**src/dinit_pkg.sv**
```systemverilog
// dinit_pkg: shared types and codes for the display init sequence parser
// no dependencies; imported by dinit_step and display_init_sequence_parser
package dinit_pkg;

	typedef enum logic [1:0] {
		PH_MARKER,
		PH_CMD,
		PH_DATA,
		PH_DELAY
	} phase_t;

	typedef enum logic [2:0] {
		KIND_CMD   = 3'd0,
		KIND_DATA  = 3'd1,
		KIND_DELAY = 3'd2,
		KIND_DONE  = 3'd3,
		KIND_ERROR = 3'd4
	} kind_t;

	typedef enum logic [2:0] {
		ERR_NONE     = 3'd0,
		ERR_MARKER   = 3'd1,
		ERR_VALUE    = 3'd2,
		ERR_TOO_MANY = 3'd3,
		ERR_UNKNOWN  = 3'd4,
		ERR_NO_END   = 3'd5
	} err_t;

	localparam int TOKEN_W = 16;
	localparam int VALUE_W = 15;

	localparam logic [TOKEN_W-1:0] MK_WRITE = 16'hFFFF;
	localparam logic [TOKEN_W-1:0] MK_DELAY = 16'hFFFE;
	localparam logic [TOKEN_W-1:0] MK_END   = 16'hFFFD;

	typedef struct packed {
		logic               emit;
		kind_t              kind;
		logic [VALUE_W-1:0] value;
		err_t               err;
	} result_t;

endpackage

```
**src/dinit_step.sv**
```systemverilog
// dinit_step: combinational phase update for one token
// depends on dinit_pkg
module dinit_step import dinit_pkg::*; #(
	parameter int MAX_SEQUENCE     = 512,
	parameter int MAX_WRITE_VALUES = 64,
	parameter int PW               = $clog2(MAX_SEQUENCE),
	parameter int CW               = $clog2(MAX_WRITE_VALUES + 1)
) (
	input  logic signed [TOKEN_W-1:0] token,
	input  phase_t                    phase,
	input  logic [CW-1:0]             count,
	input  logic [PW-1:0]             pos,
	output phase_t                    phase_nx,
	output logic [CW-1:0]             count_nx,
	output logic [PW-1:0]             pos_nx,
	output result_t                   res
);

	localparam logic [PW-1:0] LAST_POS  = PW'(MAX_SEQUENCE - 1);
	localparam logic [CW-1:0] MAX_COUNT = CW'(MAX_WRITE_VALUES);

	logic               neg;
	logic [VALUE_W-1:0] byte_val;

	assign neg      = token[TOKEN_W-1];
	assign byte_val = {{(VALUE_W-8){1'b0}}, token[7:0]};

	always_comb begin
		phase_nx  = phase;
		count_nx  = count;
		pos_nx    = pos + PW'(1);
		res.emit  = 1'b0;
		res.kind  = KIND_DONE;
		res.value = '0;
		res.err   = ERR_NONE;

		if (pos >= LAST_POS && token != MK_END) begin
			res.emit = 1'b1;
			res.kind = KIND_ERROR;
			res.err  = ERR_NO_END;
		end else if (phase == PH_CMD || phase == PH_DELAY) begin
			res.emit = 1'b1;
			if (neg) begin
				res.kind = KIND_ERROR;
				res.err  = ERR_VALUE;
			end else if (phase == PH_CMD) begin
				phase_nx  = PH_DATA;
				count_nx  = CW'(1);
				res.kind  = KIND_CMD;
				res.value = byte_val;
			end else begin
				phase_nx  = PH_MARKER;
				res.kind  = KIND_DELAY;
				res.value = token[VALUE_W-1:0];
			end
		end else if (phase == PH_DATA && !neg) begin
			res.emit = 1'b1;
			if (count >= MAX_COUNT) begin
				res.kind = KIND_ERROR;
				res.err  = ERR_TOO_MANY;
			end else begin
				count_nx  = count + CW'(1);
				res.kind  = KIND_DATA;
				res.value = byte_val;
			end
		end else if (!neg) begin
			res.emit = 1'b1;
			res.kind = KIND_ERROR;
			res.err  = ERR_MARKER;
		end else begin
			// marker due; a negative token inside a write lands here too
			count_nx = '0;
			case (token)
				MK_WRITE: phase_nx = PH_CMD;
				MK_DELAY: phase_nx = PH_DELAY;
				MK_END: begin
					res.emit = 1'b1;
					res.kind = KIND_DONE;
				end
				default: begin
					res.emit = 1'b1;
					res.kind = KIND_ERROR;
					res.err  = ERR_UNKNOWN;
				end
			endcase
		end

		// done and every error start a new sequence
		if (res.emit && (res.kind == KIND_DONE || res.kind == KIND_ERROR)) begin
			phase_nx = PH_MARKER;
			count_nx = '0;
			pos_nx   = '0;
		end
	end

endmodule

```
**src/display_init_sequence_parser.sv**
```systemverilog
// display_init_sequence_parser: top level, token register, phase state, result register
// depends on dinit_pkg and dinit_step
// a token goes into the token register; its result, if any, into the result register
// one token per cycle while in_stall is low, set by the combinational phase update
// a token that causes no result still passes through the update stage
// reset clears phase, write value count, sequence position and both valid flags
module display_init_sequence_parser import dinit_pkg::*; #(
	parameter int MAX_SEQUENCE     = 512,
	parameter int MAX_WRITE_VALUES = 64
) (
	input  logic                      clk,
	input  logic                      arst_n,
	input  logic                      in_valid,
	output logic                      in_stall,
	input  logic signed [TOKEN_W-1:0] token,
	output logic                      out_valid,
	input  logic                      out_stall,
	output logic [2:0]                out_kind,
	output logic [VALUE_W-1:0]        out_value,
	output logic [2:0]                error_code
);

	localparam int PW = $clog2(MAX_SEQUENCE);
	localparam int CW = $clog2(MAX_WRITE_VALUES + 1);

	logic signed [TOKEN_W-1:0] token_s1;
	logic                      valid_s1;
	logic                      valid_s2;
	result_t                   res_s2;

	phase_t        phase_q;
	logic [CW-1:0] count_q;
	logic [PW-1:0] pos_q;

	phase_t        phase_nx;
	logic [CW-1:0] count_nx;
	logic [PW-1:0] pos_nx;
	result_t       res;

	logic out_free;
	logic adv;

	assign out_free = !valid_s2 || !out_stall;
	assign adv      = valid_s1 && out_free;
	assign in_stall = valid_s1 && !out_free;

	dinit_step #(
		.MAX_SEQUENCE    (MAX_SEQUENCE),
		.MAX_WRITE_VALUES(MAX_WRITE_VALUES),
		.PW              (PW),
		.CW              (CW)
	) u_step (
		.token   (token_s1),
		.phase   (phase_q),
		.count   (count_q),
		.pos     (pos_q),
		.phase_nx(phase_nx),
		.count_nx(count_nx),
		.pos_nx  (pos_nx),
		.res     (res)
	);

	always_ff @(posedge clk or negedge arst_n) begin
		if (!arst_n) begin
			valid_s1 <= 1'b0;
			valid_s2 <= 1'b0;
			phase_q  <= PH_MARKER;
			count_q  <= '0;
			pos_q    <= '0;
		end else begin
			if (!in_stall) begin
				valid_s1 <= in_valid;
			end
			if (adv) begin
				phase_q <= phase_nx;
				count_q <= count_nx;
				pos_q   <= pos_nx;
			end
			if (out_free) begin
				valid_s2 <= adv && res.emit;
			end
		end
	end

	always_ff @(posedge clk) begin
		if (!in_stall && in_valid) begin
			token_s1 <= token;
		end
		if (adv && res.emit && out_free) begin
			res_s2 <= res;
		end
	end

	assign out_valid  = valid_s2;
	assign out_kind   = res_s2.kind;
	assign out_value  = res_s2.value;
	assign error_code = res_s2.err;

endmodule
```
**config.mk**
```make
export PLATFORM = sky130hd
export DESIGN_NAME = display_init_sequence_parser
export DESIGN_NICKNAME = d
export VERILOG_FILES = /design/src/dinit_pkg.sv /design/src/dinit_step.sv /design/src/display_init_sequence_parser.sv
export SDC_FILE = /design/constraint.sdc
export NUM_CORES = 1
export LEC_CHECK = 0
export BUFFER_PORTS_ARGS = -buffer_cell sky130_fd_sc_hd__buf_2
export CAP_MARGIN = 10
export CORE_ASPECT_RATIO = 1.5
export CORE_MARGIN = 2
export CORE_UTILIZATION = 35
export CTS_CLUSTER_DIAMETER = 200
export DETAILED_ROUTE_END_ITERATION = 10
export GPL_TIMING_DRIVEN = 1
export PLACE_DENSITY = 0.64
export SKIP_LAST_GASP = 1
export SYNTH_ARGS = -nofsm -noshare
export SYNTH_HDL_FRONTEND = slang
export SYNTH_SLANG_ARGS = --single-unit
export TNS_END_PERCENT = 50
```
**constraint.sdc**
```tcl
create_clock -name clk -period 8.4 [get_ports clk]
set_clock_uncertainty 0.15 [all_clocks]
set_input_delay 1.68 -clock clk [delete_from_list [all_inputs] [get_ports clk]]
set_output_delay 1.68 -clock clk [all_outputs]
set_load 0.005 [all_outputs]
```
==> results of run 1 <==
## per-layer routing
layer	vias up	wire length, um
li1	892	-
met1	850	1940
met2	51	2690
met3	15	224
met4	0	181
met5	-	0
## worst max path at each step
stage / cells past startpoint / to / start / slack, ns
global route: 4 / in_stall / out_stall / 4.47
global placement: 4 / in_stall / out_stall / 4.51
finish: 4 / in_stall / out_stall / 4.51
CTS: 4 / in_stall / out_stall / 4.51
floorplan: 2 / in_stall / out_stall / 4.74
detailed placement: 4 / in_stall / out_stall / 4.51
## critical path: stages
cell	delay [ns]
buf_2	0.12
nand3_1	0.09
inv_1	0.04
buf_2	0.12
## through the flow
step / area, sq um / total power, mW / cells / hold slack (ns) / utilization, %
final: 3090 / 0.593 / 364 / 0.363 / 42.7
after global routing: 3090 / 0.619 / 364 / 0.413 / 42.7
after CTS: 3090 / 0.602 / 364 / 0.361 / 42.7
after detailed placement: 2900 / 0.366 / 348 / 0.346 / 40.2
after global placement: 2900 / 0.366 / 348 / 0.339 / 40.2
after floorplan: 2600 / 0.345 / 212 / 0.318 / -
## registers in the layout, summed over array words and instances, names as in the netlist
name        count
valid_s1        1
token_s1       16
out_valid       1
error_code      3
pos_q           9
out_value      15
count_q         7
phase_q         2
out_kind        3
## cell type report
cell class	count	area (sq um)	share of cell area, %
clock buffers	9	124	4.01
clock inverters	7	58.8	1.91
flip-flops and latches	57	1610	52.2
multi-input cells	137	905	29.3
repair buffers	44	225	7.30
well taps	100	125	4.05
inverters	10	37.5	1.22
## kinds of logic after synthesis
| kind of cell | after synthesis |
|---|---|
| AOI/OAI and AO/OA | 46 |
| buffers and inverters | 18 |
| DFF | 57 |
| and+or+nand+nor | 87 |
| adders and majority gates | 4 |
## cell usage after synthesis (2+ instances only)
library cell and count:
nor3b_1 2, a31oi_1 2, clkbuf_1 3, inv_1 10, and2_1 12, a21oi_1 4
o21ai_0 12, buf_6 2, dfrtp_1 20, o211ai_1 2, nand2b_1 3, nor2_1 7
ha_1 4, a22oi_1 2, o22ai_1 5, and3_1 12, o32ai_1 3, edfxtp_1 37
nand4_1 7, nand2_1 25, nand3b_1 2, o311ai_2 2, nand3_1 6, buf_2 2
## power breakdown
part           total, mW  switching, mW  internal, mW
Clock              0.234          0.122         0.112
Sequential         0.322        0.00603         0.316
Combinational     0.0372         0.0234        0.0138
==> impl_metrics.py, run 1 <==
metrics = {
    "outcome": {
        "status": "complete, no violations",
    },
    "synth": {
        "syn_nets": 236,
        "synthXorXnorAreaFrac_pct": 0,
        "syn_area_sq_um": 2600,
        "synth_largest_type_area_fraction_pct": 42.8,
        "synth.area.top_cells": "edfxtp_1, dfrtp_1, nand2_1, and2_1, and3_1",
        "synthAdderAreaFrac_pct": 1.93,
        "synthMuxAreaShare_pct": 0,
        "ys_ff_latch": 57,
        "ys.flop_type": "edfxtp_1",
        "ys_warn_count": 0,
        "synth_top_area_cell": "edfxtp_1",
        "synth_top_family_by_area": "simple AND/OR/NAND/NOR gates",
        "synth_compound_area_share_pct": 13.6,
        "synthCells": 212,
        "synth_edf_count": 37,
        "async_flop_share_pct": 35.1,
        "syn_area_per_cell_sq_um": 12.3,
        "synth_cell_type_count": 50,
        "synth-seq-area-share_pct": 62.0,
        "synthSimpleGateAreaFrac_pct": 19.0,
    },
    "grt": {
        "track_usage_pct": 14.1,
        "use_met2_pct": 24.4,
        "grt_max_degree": 23,
        "grt_pass1_vias": 1822,
        "grt_first_pass_wirelength_um": 8410,
        "gr-total-overflow": 0,
        "antenna_found_initial": 0,
        "busiest_layer": "met2",
        "use_met3_pct": 3.76,
        "grt_use_met1_pct": 13.7,
    },
    "placement": {
        "dp_hpwl_um": 3670,
        "post-place-ws_ns": 4.51,
        "gp_congestion": 0.737,
        "port_buffers": 42,
    },
    "finish": {
        "layout-drive-gt1-share_pct": 27.7,
        "areaGrowthSynthToFinish_pct": 18.8,
        "n_antenna_cell": 0,
        "nFillCells": 710,
        "final_common_cell": "buf_2",
        "mostFrequentLayoutCells": "buf_2, edfxtp_1, nand2_1",
        "nets": 283,
    },
    "min_path": {
        "min_path_type": "register to register",
        "min_to": "pos_q[1]",
        "min_from": "pos_q[1]",
        "worstHoldPathCells": 2,
    },
    "sta": {
        "period_needed_ns": 3.89,
        "finalMaxSlewViolations": 0,
        "setup_slack_ns": 4.51,
        "rsz0062_at_grt": "false",
        "hold_viol_final": 0,
        "max_slew_margin_pct": 47.9,
        "worst_slew_pin_slew_ns": 0.782,
        "finalCritPeriodShare_pct": 46.3,
        "setup_viol": 0,
        "finalSetupTns_ns": 0,
        "fmax_ghz": 0.257,
    },
    "detailed_routing": {
        "vias_per_cell": 4.97,
        "post-route-drc-count": 0,
        "wl_per_cell_um": 13.8,
        "wirelength_um": 5030,
        "drt_iter0_drc": 102,
        "ant_nets": 0,
        "vias": 1808,
        "dr.pass1.iters": 4,
    },
    "clocking": {
        "ctsHtreeMaxLevel": 3,
        "ctsResizeCount": 0,
        "cts.sinks": 57,
        "insertion_delay_ns": 0.34,
        "cts_tree": "done",
        "path_clk_slew_ns": 0.07,
        "numCtsBuffers": 9,
        "postCtsSetupBuffers": 0,
        "root_buffer": "clkbuf_8",
        "clockBufferDepth": 2,
        "cts_hold_buf": 0,
    },
    "die": {
        "die-width_um": 74.3,
        "num_rows": 38,
        "die_area_sq_um": 8140,
        "dieHeight_um": 110,
        "core_sq_um": 7230,
        "pin_count": 43,
        "start_util_pct": 35.9,
    },
    "pwr": {
        "power_density_nw_per_um2": 192,
        "ir_drop_mv": 0.0785,
        "leakage_nw": 1.27,
    },
    "worst_setup_path": {
        "regToRegSetupSlack_ns": 5.63,
        "worstSetupPathType": "primary input to output pin",
        "cp.arrival_ns": 2.06,
        "crit_path_max_fanout": 4,
        "crit_required_ns": 6.57,
        "r2r-start": "pos_q[3]",
        "start_kind": "primary input",
        "reg2reg_to": "out_kind[2]",
        "rr_worst_depth": 6,
        "cp-end-kind": "output pin",
    },
    "run": {
        "maxCapViolCount": 0,
    },
}
No activity file was read; power rests on OpenSTA's default activity.
==> inputs of run 2 (changes only) <==
ABC_AREA = 1   (was default)
clock period = 3.8 ns   (was 8.4 ns; I/O delays follow)
==> impl_metrics.py, run 2 <==
metrics = {
    "placement": {
        "gp_congestion": 0.809,
        "post-place-ws_ns": 1.03,
        "dp_hpwl_um": 3750,
        "port_buffers": 42,
    },
    "worst_setup_path": {
        "crit_path_max_fanout": 21,
        "cp.arrival_ns": 2.58,
        "cp-end-kind": "register",
        "crit_end": "error_code[1]",
        "regToRegSetupSlack_ns": 1.03,
        "crit_start": "pos_q[1]",
        "start_kind": "register",
        "path_cells": "ha_1 -> nand2_1 -> nor4_1 -> ha_1 -> inv_1 -> nand2_2 -> nand2_4 -> inv_1 -> nor2_1 -> nor2_2",
        "rr_worst_depth": 10,
        "critPathMaxStageDelay_ns": 0.73,
        "worstSetupPathType": "register to register",
        "reg2reg_to": "error_code[1]",
        "r2r-start": "pos_q[1]",
        "slowest_stage": "nor2_2",
        "crit_required_ns": 3.60,
    },
    "clocking": {
        "insertion_delay_ns": 0.33,
        "ctsHtreeMaxLevel": 3,
        "cts.sinks": 57,
        "postCtsSetupBuffers": 0,
        "path_clk_slew_ns": 0.06,
        "clockBufferDepth": 2,
        "cts_hold_buf": 0,
        "ctsResizeCount": 0,
        "cts_tree": "done",
        "root_buffer": "clkbuf_8",
        "numCtsBuffers": 9,
    },
    "sta": {
        "fmax_ghz": 0.361,
        "hold_viol_final": 0,
        "whs_ns": 0.230,
        "finalCritPeriodShare_pct": 73.0,
        "finalSetupTns_ns": 0,
        "finalMaxSlewViolations": 0,
        "setup_slack_ns": 1.03,
        "setup_viol": 0,
        "worst_slew_pin_slew_ns": 0.959,
        "max_slew_margin_pct": 36.0,
        "period_needed_ns": 2.77,
        "rsz0062_at_grt": "false",
    },
    "detailed_routing": {
        "wirelength_um": 4970,
        "dr.pass1.iters": 4,
        "vias_per_cell": 4.46,
        "drt_iter0_drc": 54,
        "vias": 1870,
        "ant_nets": 0,
        "post-route-drc-count": 0,
        "wl_per_cell_um": 11.9,
    },
    "synth": {
        "synth-seq-area-share_pct": 60.9,
        "ys.flop_type": "edfxtp_1",
        "synth_largest_type_area_fraction_pct": 42.0,
        "synth_cell_type_count": 30,
        "synthCells": 262,
        "synth_top_area_cell": "edfxtp_1",
        "ys_warn_count": 0,
        "syn_nets": 286,
        "synth.area.top_cells": "edfxtp_1, dfrtp_1, nand2_1, inv_1, nor2_1",
        "synth_edf_count": 37,
        "synth.most_common_cell": "nand2_1",
        "synth.top_cells.by_count": "nand2_1, edfxtp_1, inv_1",
        "async_flop_share_pct": 35.1,
        "syn_area_sq_um": 2650,
        "syn_area_per_cell_sq_um": 10.1,
        "ys_ff_latch": 57,
    },
    "die": {
        "die-width_um": 75.0,
        "die_area_sq_um": 8290,
        "dieHeight_um": 110,
        "start_util_pct": 36.4,
        "pin_count": 43,
        "core_sq_um": 7270,
        "num_rows": 38,
    },
    "finish": {
        "largest_reg_flops": 16,
        "final_common_cell": "nand2_1",
        "nets": 338,
        "layout-drive-gt1-share_pct": 25.7,
        "n_antenna_cell": 0,
        "mostFrequentLayoutCells": "nand2_1, buf_2, edfxtp_1",
        "areaGrowthSynthToFinish_pct": 20.4,
        "utilization_pct": 43.8,
        "top_register": "token_s1",
    },
    "pwr": {
        "power_density_nw_per_um2": 436,
        "power.switching_uw": 316,
        "intPower_mw": 1.07,
        "leakage_nw": 1.49,
        "ir_drop_mv": 0.305,
        "p_clk_share_pct": 41.4,
        "power_mw": 1.39,
        "comb_power_share_pct": 6.9,
        "p_seq_share_pct": 51.7,
        "p_sw_share_pct": 22.8,
    },
    "grt": {
        "grt_max_degree": 22,
        "antenna_found_initial": 0,
        "track_usage_pct": 13.5,
        "grt_pass1_vias": 1821,
        "gr-total-overflow": 0,
        "grt_first_pass_wirelength_um": 8380,
    },
    "run": {
        "maxCapViolCount": 0,
    },
    "min_path": {
        "min_path_type": "primary input to async pin",
    },
    "outcome": {
        "status": "complete, no violations",
    },
}
## run 2: power by group through the flow
stage	Sequential, mW	Clock, mW	Combinational [mW]
after floorplan	0.732	0	0.0475
after global placement	0.732	0	0.0968
after CTS	0.719	0.585	0.0983
after detailed placement	0.732	0	0.0981
after global routing	0.723	0.616	0.109
final	0.719	0.575	0.0963
## run 2: through the flow
step           area [sq um]  std cells
6_report               3190        419
5_1_grt                3190        419
4_1_cts                3190        419
3_5_place_dp           2980        403
3_3_place_gp           2980        403
2_1_floorplan          2650        262
## run 2: cell families after synthesis
kind of cell	after synthesis	share of synthesized area [%]
xor gates and xnor gates	7	2.32
buffers and inverters	42	6.00
and+or+nand+nor	134	24.6
AOI/OAI and AO/OA	18	4.30
adders and majority gates	4	1.89
DFF	57	60.9
## run 2: worst max-delay path: cells and delay by family (launching register included)
kind / cells / cell delay (ns)
adders and majority gates: 2 / 0.42
buffers and inverters: 2 / 0.14
and+or+nand+nor: 6 / 1.29
DFF: 1 / 0.38
## run 2: layout make-up
cell class	instances	area, sq um
fillers	694	4090
flip-flops and latches	57	1610
multi-input cells	163	878
repair buffers	42	210
clock buffers	12	155
inverters	41	154
well taps	100	125
clock inverters	4	51.3
## run 2: worst min-delay path by stage
stage          depth (start not counted)  slack, ns    endpoint  startpoint
2_1_floorplan                          0       0.31  count_q[0]      arst_n
3_3_place_gp                           2       0.34    pos_q[1]    pos_q[1]
3_5_place_dp                           2       0.37  phase_q[1]  phase_q[1]
4_1_cts                                1       0.24    pos_q[2]      arst_n
5_1_grt                                1       0.25    pos_q[2]      arst_n
6_report                               1       0.23  count_q[2]      arst_n
## run 2: per-layer routing
layer | part of all wire (%) | vias to the layer above | global-route usage [%]
met5 | 0 | - | 0
met4 | 1.8 | 0 | 6.07
met3 | 4.6 | 6 | 4.29
met2 | 51 | 32 | 21.6
met1 | 42 | 860 | 16.2
li1 | - | 972 | -
